**src/hw/rtl/asa_pkg.sv**
```systemverilog
// Shared types and constants for the ADC scan averager.
`timescale 1ns / 1ps
package asa_pkg;

  localparam int SAMPLE_W = 10;
  localparam int CHAN_W   = 4;
  localparam int SUM_W    = 16;
  localparam int REF_W    = 2;
  localparam int MUXCH_W  = 6;
  localparam int MUX_W    = REF_W + MUXCH_W;

  localparam logic [1:0] REQ_TICK  = 2'd0;
  localparam logic [1:0] REQ_START = 2'd1;
  localparam logic [1:0] REQ_READ  = 2'd2;

  localparam logic [CHAN_W-1:0]  REMAP_START  = 4'd9;
  localparam logic [MUXCH_W-1:0] REMAP_OFFSET = 6'd5;
  localparam logic [REF_W-1:0]   REF_RESET    = 2'd1;

  typedef struct packed {
    logic [1:0]          req_type;
    logic [SAMPLE_W-1:0] sample;
    logic [CHAN_W-1:0]   channel;
  } in_item_t;

  typedef struct packed {
    logic [SAMPLE_W-1:0] read_value;
    logic                ready_res;
    logic [MUX_W-1:0]    mux_setting;
    logic                value_stored;
  } out_item_t;

  typedef struct packed {
    logic                en;
    logic [CHAN_W-1:0]   addr;
    logic [SAMPLE_W-1:0] data;
  } tbl_wr_t;

endpackage

```
**src/hw/rtl/asa_div.sv**
```systemverilog
// Divide a window sum by the constant window length via reciprocal multiply.
`timescale 1ns / 1ps
module asa_div #(
  parameter int DIVISOR = 20
) (
  input  logic [asa_pkg::SUM_W-1:0]    dividend,
  output logic [asa_pkg::SAMPLE_W-1:0] quotient
);
  import asa_pkg::*;

  localparam int SHIFT  = SUM_W + $clog2(DIVISOR);
  localparam int MULT_W = SUM_W + 1;
  localparam int PROD_W = SUM_W + MULT_W;
  localparam logic [MULT_W-1:0] MULT_C = MULT_W'(((2 ** SHIFT) + DIVISOR - 1) / DIVISOR);

  logic [PROD_W-1:0] prod;
  logic [PROD_W-1:0] shifted;

  assign prod     = PROD_W'(dividend) * PROD_W'(MULT_C);
  assign shifted  = prod >> SHIFT;
  assign quotient = shifted[SAMPLE_W-1:0];

endmodule

```
**src/hw/rtl/asa_table.sv**
```systemverilog
// Per-channel average table with one write port and one read port.
`timescale 1ns / 1ps
module asa_table #(
  parameter int NUM_CHANNELS = 11
) (
  input  logic                         clk,
  input  logic                         rst_n,
  input  asa_pkg::tbl_wr_t             wr,
  input  logic [asa_pkg::CHAN_W-1:0]   rd_addr,
  output logic [asa_pkg::SAMPLE_W-1:0] rd_data
);
  import asa_pkg::*;

  localparam int IDX_W = (NUM_CHANNELS > 1) ? $clog2(NUM_CHANNELS) : 1;

  logic [SAMPLE_W-1:0] mem_r [NUM_CHANNELS];

  logic wr_ok;
  logic rd_ok;

  assign wr_ok = {1'b0, wr.addr} < (CHAN_W+1)'(NUM_CHANNELS);
  assign rd_ok = {1'b0, rd_addr} < (CHAN_W+1)'(NUM_CHANNELS);

  always_ff @(posedge clk) begin
    if (!rst_n) begin
      for (int i = 0; i < NUM_CHANNELS; i++) begin
        mem_r[i] <= '0;
      end
    end else if (wr.en && wr_ok) begin
      mem_r[wr.addr[IDX_W-1:0]] <= wr.data;
    end
  end

  assign rd_data = rd_ok ? mem_r[rd_addr[IDX_W-1:0]] : '0;

endmodule

```
**src/hw/rtl/adc_scan_averager.sv**
```systemverilog
// Top level of the ADC scan averager: item registers and scan control.
//
// Usage:
//   in_item carries one request: a conversion tick with its sample, a start
//   request, or a channel read. Each accepted item yields exactly one result
//   item on out_item, in order. cfg_we / cfg_wdata write the reference
//   select code; the user must do so only while the block idles (not enforced).
// Timing:
//   An item accepted into the input register is processed into the output
//   register once the output may advance; its result is valid from then on.
//   One item per cycle is sustained if out_ready is high; the add, reciprocal
//   multiply and table write of a tick sit between input and output registers.
// Reset:
//   rst_n (synchronous, active low) clears the table, the sum and the scan
//   state, loads the window counter and sets the reference code to 1.
// Stall:
//   While out_ready is low the result holds; the input register still takes
//   one more item if it is empty, then in_ready drops until the output drains.
`timescale 1ns / 1ps
module adc_scan_averager #(
  parameter int NUM_CHANNELS    = 11,
  parameter int SAMPLES_PER_AVG = 20
) (
  input  logic                       clk,
  input  logic                       rst_n,
  input  logic                       in_valid,
  output logic                       in_ready,
  input  asa_pkg::in_item_t          in_item,
  output logic                       out_valid,
  input  logic                       out_ready,
  output asa_pkg::out_item_t         out_item,
  input  logic                       cfg_we,
  input  logic [asa_pkg::REF_W-1:0]  cfg_wdata
);
  import asa_pkg::*;

  localparam int CNT_W = $clog2(SAMPLES_PER_AVG + 1);

  logic       in_v_r;
  in_item_t   in_item_r;
  logic       out_v_r;
  out_item_t  out_item_r;
  logic       advance;
  logic       proc;

  logic [REF_W-1:0]  ref_r;
  logic [SUM_W-1:0]  sum_r, sum_nxt;
  logic [CNT_W-1:0]  cnt_r, cnt_nxt;
  logic              phase_r, phase_nxt;
  logic [CHAN_W-1:0] idx_r, idx_nxt;
  logic              pend_r, pend_nxt;
  logic              work_r, work_nxt;
  logic              done_r, done_nxt;

  logic [SUM_W-1:0]    sum_add;
  logic [CNT_W-1:0]    cnt_dec;
  logic [CHAN_W:0]     idx_inc;
  logic [SAMPLE_W-1:0] avg;
  logic [SAMPLE_W-1:0] rd_data;
  logic [MUXCH_W-1:0]  mux_ch;
  logic                stored;
  tbl_wr_t             tbl_wr;
  out_item_t           result;

  assign advance   = !out_v_r || out_ready;
  assign in_ready  = !in_v_r || advance;
  assign proc      = in_v_r && advance;
  assign out_valid = out_v_r;
  assign out_item  = out_item_r;

  assign sum_add = sum_r + (phase_r ? SUM_W'(in_item_r.sample) : '0);
  assign cnt_dec = (cnt_r != '0) ? cnt_r - CNT_W'(1) : '0;
  assign idx_inc = {1'b0, idx_r} + (CHAN_W+1)'(1);

  asa_div #(
    .DIVISOR (SAMPLES_PER_AVG)
  ) u_div (
    .dividend (sum_add),
    .quotient (avg)
  );

  asa_table #(
    .NUM_CHANNELS (NUM_CHANNELS)
  ) u_table (
    .clk     (clk),
    .rst_n   (rst_n),
    .wr      (tbl_wr),
    .rd_addr (in_item_r.channel),
    .rd_data (rd_data)
  );

  always_comb begin
    sum_nxt   = sum_r;
    cnt_nxt   = cnt_r;
    phase_nxt = phase_r;
    idx_nxt   = idx_r;
    pend_nxt  = pend_r;
    work_nxt  = work_r;
    done_nxt  = done_r;
    stored    = 1'b0;
    tbl_wr.en   = 1'b0;
    tbl_wr.addr = idx_r;
    tbl_wr.data = avg;
    case (in_item_r.req_type)
      REQ_TICK: begin
        sum_nxt = sum_add;
        cnt_nxt = cnt_dec;
        if (cnt_dec == '0) begin
          cnt_nxt = CNT_W'(SAMPLES_PER_AVG);
          if (phase_r) begin
            stored    = 1'b1;
            tbl_wr.en = proc;
            sum_nxt   = '0;
            phase_nxt = 1'b0;
            if (idx_inc >= (CHAN_W+1)'(NUM_CHANNELS)) begin
              idx_nxt = '0;
              if (work_r) begin
                done_nxt = 1'b1;
                work_nxt = 1'b0;
              end
              if (pend_r) begin
                work_nxt = 1'b1;
                pend_nxt = 1'b0;
              end
            end else begin
              idx_nxt = idx_inc[CHAN_W-1:0];
            end
          end else begin
            phase_nxt = 1'b1;
          end
        end
      end
      REQ_START: begin
        work_nxt = 1'b0;
        done_nxt = 1'b0;
        pend_nxt = 1'b1;
      end
      default: begin
      end
    endcase
  end

  always_comb begin
    if (idx_nxt < REMAP_START) begin
      mux_ch = MUXCH_W'(idx_nxt);
    end else begin
      mux_ch = MUXCH_W'(idx_nxt) + REMAP_OFFSET;
    end
    result.read_value   = (in_item_r.req_type == REQ_READ) ? rd_data : '0;
    result.ready_res    = done_nxt;
    result.mux_setting  = {ref_r, mux_ch};
    result.value_stored = stored;
  end

  always_ff @(posedge clk) begin
    if (!rst_n) begin
      in_v_r  <= 1'b0;
      out_v_r <= 1'b0;
      ref_r   <= REF_RESET;
      sum_r   <= '0;
      cnt_r   <= CNT_W'(SAMPLES_PER_AVG);
      phase_r <= 1'b0;
      idx_r   <= '0;
      pend_r  <= 1'b0;
      work_r  <= 1'b0;
      done_r  <= 1'b0;
    end else begin
      if (cfg_we) begin
        ref_r <= cfg_wdata;
      end
      if (in_valid && in_ready) begin
        in_v_r <= 1'b1;
      end else if (advance) begin
        in_v_r <= 1'b0;
      end
      if (advance) begin
        out_v_r <= in_v_r;
      end
      if (proc) begin
        sum_r   <= sum_nxt;
        cnt_r   <= cnt_nxt;
        phase_r <= phase_nxt;
        idx_r   <= idx_nxt;
        pend_r  <= pend_nxt;
        work_r  <= work_nxt;
        done_r  <= done_nxt;
      end
    end
  end

  always_ff @(posedge clk) begin
    if (in_valid && in_ready) begin
      in_item_r <= in_item;
    end
    if (proc) begin
      out_item_r <= result;
    end
  end

endmodule
```
**config.mk**
```make
export PLATFORM = sky130hd
export DESIGN_NAME = adc_scan_averager
export DESIGN_NICKNAME = d
export VERILOG_FILES = /design/src/hw/rtl/asa_pkg.sv /design/src/hw/rtl/asa_div.sv /design/src/hw/rtl/asa_table.sv /design/src/hw/rtl/adc_scan_averager.sv
export SDC_FILE = /design/constraint.sdc
export NUM_CORES = 1
export LEC_CHECK = 0
export ABC_AREA = 1
export BUFFER_PORTS_ARGS = -buffer_cell sky130_fd_sc_hd__clkbuf_2
export CORE_ASPECT_RATIO = 1.75
export CORE_MARGIN = 5
export CORE_UTILIZATION = 50
export CTS_BUF_LIST = sky130_fd_sc_hd__clkbuf_8
export DETAILED_ROUTE_END_ITERATION = 10
export GPL_TIMING_DRIVEN = 0
export PLACE_DENSITY_LB_ADDON = 0.12
export REMOVE_ABC_BUFFERS = 1
export SYNTH_ARGS = -nofsm -noshare
export SYNTH_HDL_FRONTEND = slang
export SYNTH_HIERARCHICAL = 1
export SYNTH_SLANG_ARGS = --single-unit
```
**constraint.sdc**
```tcl
create_clock -name clk -period 15.19 [get_ports clk]
set_input_delay 3.038 -clock clk [delete_from_list [all_inputs] [get_ports clk]]
set_output_delay 3.038 -clock clk [all_outputs]
set_load 0.01 [all_outputs]
```
Word-level counts from Yosys, hierarchy flattened:

Memories as Yosys holds them, arrays and structs flattened. A register that Yosys moved wholly into a read port is not among the register bits.
Index checks and enable logic that the tools add are counted.

* add/sub/neg operators: 4
* $mul: 1
* order comparisons: 4
* eq/ne operators: 5
* muxes and demuxes: 38
* reductions and logical operators: 19

Operators with widths (count)
* $mux W16: 2
* $mul A16 B16 Y30 const B: 1
* $mux W4: 6
* $mux W1: 23
* $mux W10: 2
* $add A16 B10 Y16: 1
* $lt A4 B4 Y1 const B: 3
* $mux W5: 2
* $reduce_or A10 Y1: 1
* $ne A2 B2 Y1 const B: 3
* $pmux W1 S2: 3
* $reduce_and A2 Y1: 3
* $add A4 B1 Y5 const B: 1
* $add A4 B3 Y5 const B: 1
* $ge A5 B4 Y1 const B: 1
* $logic_not A5 Y1: 1
* $reduce_and A5 Y1: 1
* $reduce_bool A5 Y1: 1
* $sub A5 B1 Y5 const B: 1
* $reduce_bool A2 Y1: 2
* $logic_and A1 B1 Y1: 3
* $logic_not A1 Y1: 3
* $reduce_and A3 Y1: 1
* $eq A2 B1 Y1 const B: 1
* other kinds (3): 4

* flip-flop bits (word level): 58
* bits in writable memories: 110
* input bits: 23
* output and inout port bits: 22
* memories: 1

Memories
* u_table.mem_r: words 11, width 10, read ports 1, clocked after memory_dff 1, write ports 11, RTL line asa_table.sv:16 `logic [SAMPLE_W-1:0] mem_r [NUM_CHANNELS];`

Longest topological paths before layout:

* depth after elaboration: 12
* mapped depth: 38
* gate-level depth less buffers: 36

By module:

The synthesis kept the hierarchy.

Modules (own cells, without submodules)
* asa_div: instances 1, cells an instance 742, area each 5296.3 um^2, seq. area each 0.0 um^2
* asa_table: instances 1, cells an instance 522, area each 5256.3 um^2, seq. area each 3203.1 um^2
* adc_scan_averager: instances 1, cells an instance 400, area each 3419.5 um^2, seq. area each 1711.6 um^2

Worst setup path after synthesis:

Ideal clock, no wire load.

* kind: register -> register
* start point: register phase_r
* end point: memory u_table.mem_r[1][3] (data pin)
* setup time: 259 ps
* arrival: 6375 ps
* required time: 14931 ps
* path slack: 8556 ps
* stages on the path, launching flop included: 35
* path buffers: 3
* period minus slack after synthesis: 6634 ps
* cell sequence: dfxtp_1 > buf_2 > buf_1 > nand2_1 > inv_1 > ha_1 > a21o_1 > inv_1 > o21ai_0 > a21oi_1 > nor2_1 > o21ai_0 > nand2_1 > ha_1 > inv_1 > fa_1 > inv_1 > fa_1 > fa_1 > fa_1 > inv_1 > fa_1 > inv_1 > ha_1 > nand2_2 > inv_1 > a21oi_1 > nor2_1 > nor2_1 > nand3_1 > nand2_1 > nand2_1 > nand2_1 > buf_2 > nor2_1

RTL lines
* start, declared: RTL line adc_scan_averager.sv:49 `logic phase_r, phase_nxt;`
* start signal, assigned: RTL line adc_scan_averager.sv:182 `phase_r <= phase_nxt;`
* end, declared: RTL line asa_table.sv:16

==> results by group <==
Outcome
  • Run status: completed

Yosys
  • Cells after Synth: 1,664
  • Distinct cells, synth: 49
  • Synth top area share: 29.01%
  • Post-synth top flop: edfxtp_1
  • Count of flip-flops with a built-in enable after synthesis: 135
  • Largest cells by area after synthesis: edfxtp_1 (29%), ha_1 (12%), fa_1 (12%)
  • Yosys reg bits: 178
  • Post-Syn Area: 0.01397 mm^2
  • Ys async rst share: 0%
  • YS warnings: 6
  • Post-Syn Area per Cell: 8.397 um^2
  • Top cell type by total area after synthesis: edfxtp_1
  • Seq/Total Area, Yosys: 35.18%

Power
  • Clock share of power: 36.4%
  • Max VDD drop: 45.94 uV
  • Static leakage: 7.271 nW
  • Pint: 0.7291 mW
  • Seq pwr share: 56.9%
  • Switching pwr: 0.2429 mW
  • Total power per unit cell area: 65.52 mW/mm^2
  • Net Sw Frac: 24.99%
  • Combinational share of power: 6.7%

Placement
  • I/O Buffers: 43
  • Cells after DPL: 2,031
  • HPWL Detailed: 27.30 mm
  • Gpl congestion: 0.9139

Worst setup path
  • Crit-path leading delay family: adder cells
  • Critical path class: flop to flop
  • Crit path DAT: 8.16 ns
  • CP peak stage delay: 0.81 ns
  • Flop2flop setup slack: 7.41 ns
  • CP required: 15.56 ns
  • Worst-path fanout max: 17
  • Setup crit end kind: flop
  • Crit path buffers/inverters: 6
  • Most common cell on crit path: nand2_1
  • CP Launch Type: flop
  • Slowest CP cell: xnor2_1

Floorplanning
  • Ports: 45
  • Std-Cell Core Area: 0.02777 mm^2
  • Row Count: 81
  • Die width: 136.4 um
  • Die Ht: 231.1 um
  • Initial core utilization: 50.32%
  • Die ar.: 0.03152 mm^2

Route
  • DR vias: 10,548
  • DR pass1 iterations: 7
  • Residual DRC count: 0
  • ANT nets after route: 0
  • Initial DRC Count: 430
  • Post-DR vias/cell: 5.110
  • Final WL: 34.21 mm
  • Wire per inst: 16.57 um

Timing
  • Fin. max-slew vios: 0
  • Final setup violation count: 0
  • Endpoints failing hold: 0
  • Setup TNS: 0 ns
  • Slew HR: 23.06%
  • Slew @ Worst Pin: 1.154 ns
  • RSZ-0062 raised after global routing: false
  • Worst Skew: 0.01853 ns
  • Fmax: 128.5 MHz
  • Post-route minimum period: 7.784 ns
  • Crit share post-route: 51.24%

Cells and area
  • Fill count: 2,775
  • ANT cells: 0
  • Cell Count, Final, Fillers Out: 2,064
  • Sequential cell area: 0.004915 mm^2
  • Area grow syn2layout: 6.179%
  • Footprint of the multi-input gates: 0.007476 mm^2
  • Nets: 1,915
  • Layout cell share with drive strength beyond 1: 10.35%

Clock tree
  • Setup Fix Bufs, Post-CTS: 0
  • Clock insertion delay at the later pin of the skew report: 0.49 ns
  • # resized after CTS: 0
  • CTS Root Cell: clkbuf_8
  • CTS H-Tree Depth: 4
  • CTS Buf Count: 17
  • Clock Sinks: 178
  • Max clock buf depth: 2
  • CTS hold repair buffers: 0
  • CTS tree: built
  • Reg clk slew, reported paths: 0.10 ns

GRT
  • Vias in the first global route: 10,770
  • Largest net degree at the start of global routing: 51
  • First-pass GRT wire length: 55.08 mm
  • GRT Overall Usage: 22.88%
  • GR Overflow Total: 0
  • Initial antenna violation count: 0

Min path
  • Min-Delay Path Class: flop to flop

Flow run
  • MaxCap Viol Count: 0
path summary, 6_finish.rpt:
check,from,endpoint,cells after the start
hold reg to reg,ref_r[0]$_SDFFE_PN1P_,out_item[7]$_DFFE_PP_,0
hold / removal,ref_r[0]$_SDFFE_PN1P_,out_item[7]$_DFFE_PP_,0
setup reg to reg,phase_r$_SDFFE_PN0P_,u_table/mem_r[10][2]$_SDFFE_PN0P_,32
setup / recovery,phase_r$_SDFFE_PN0P_,u_table/mem_r[10][2]$_SDFFE_PN0P_,32
power groups by stage:
stage,Sequential [mW],Clock [mW],Combinational [mW]
after global routing,0.556,0.382,0.0716
after floorplan,0.563,0,0.0380
after detailed placement,0.565,0,0.0655
after global placement,0.565,0,0.0627
final,0.553,0.354,0.0649
after CTS,0.554,0.366,0.0656
cells in the final DEF, fill, tap and decap left out, types with 3 or more instances in the layout:
master and count:
a21o_1 3, a21oi_1 59, a31oi_1 3, bufinv_16 3
clkbuf_2 43, clkbuf_8 17, clkinv_1 3, dfxtp_1 43
edfxtp_1 135, fa_1 81, ha_1 133, inv_1 336
inv_2 4, inv_6 3, inv_8 4, nand2_1 334
nand2_2 20, nand3_1 61, nand3_2 4, nand3_4 3
nand4_1 11, nand4_2 3, nor2_1 183, nor2_2 47
nor2_4 7, o211ai_1 13, o21ai_0 62, o21ai_2 4
o21bai_1 4, o221ai_1 10, o22ai_1 10, xnor2_1 8
xor2_1 10
cells in the mapped netlist, drive strengths merged (8+ instances only):
master	instances
nand4	14
o21ai	68
o221ai	10
fa	81
clkbuf	25
edfxtp	135
dfxtp	43
nand2	355
o22ai	10
inv	342
buf	25
a21oi	60
o211ai	13
nand3	68
nor2	237
xnor2	8
xor2	10
ha	133
per-layer routing:
| layer | GRT usage, % | share of wire [%] | vias up |
|---|---|---|---|
| met5 | 0 | 0 | - |
| met4 | 12.42 | 5.7 | 0 |
| met3 | 2.737 | 2.0 | 88 |
| met2 | 44.87 | 57 | 170 |
| met1 | 22.61 | 35 | 5021 |
| li1 | - | - | 5269 |
per-stage QoR:
step	hold slack, ns	power [mW]	utilization (%)	setup slack (ns)	area, um^2
global route	0.4611	1.009	53.42	6.776	14840
CTS	0.4472	0.9857	53.41	7.371	14830
finish	0.4482	0.9720	53.42	7.406	14840
floorplan	0.4029	0.6006	-	8.668	13690
global placement	0.4121	0.6280	51.76	7.302	14370
detailed placement	0.4163	0.6303	51.86	7.287	14400
layout make-up:
cell class,instances,area share (%)
inverter,345,8.771
clock buffer,17,1.577
tap,373,3.146
clock inverter,15,1.316
timing repair buffer,45,1.670
multi-input combinational,1091,50.39
sequential,178,33.13
worst register-to-register path, delay by kind of cell, from the launching register on:
family / cells / cell delay (ns)
AO/OA/AOI/OAI: 2 / 0.50
XOR/XNOR: 1 / 0.81
adder cells (fa/ha/maj): 8 / 3.34
buffers and inverters: 6 / 0.34
flip-flops: 1 / 0.75
AND/OR/NAND/NOR: 15 / 1.90
registers in the layout, indices dropped and copies added (netlist names), 2 cells and up:
signal / count
ref_r: 2
out_item: 19
cnt_r: 5
u_table/mem_r: 110
sum_r: 16
in_item_r: 16
idx_r: 4
cell families (layout without fill, tap and decap cells):
group | count (synthesis) | in the layout | synth area share (%)
DFF | 178 | 178 | 35.18
xor gates and xnor gates | 18 | 18 | 1.128
other | 1 | 1 | 0.02684
adders and majority gates | 214 | 214 | 23.52
and+or+nand+nor | 683 | 683 | 21.61
buffers and inverters | 395 | 422 | 11.32
AOI/OAI and AO/OA | 175 | 175 | 7.227
No activity file was read; power rests on OpenSTA's default activity.
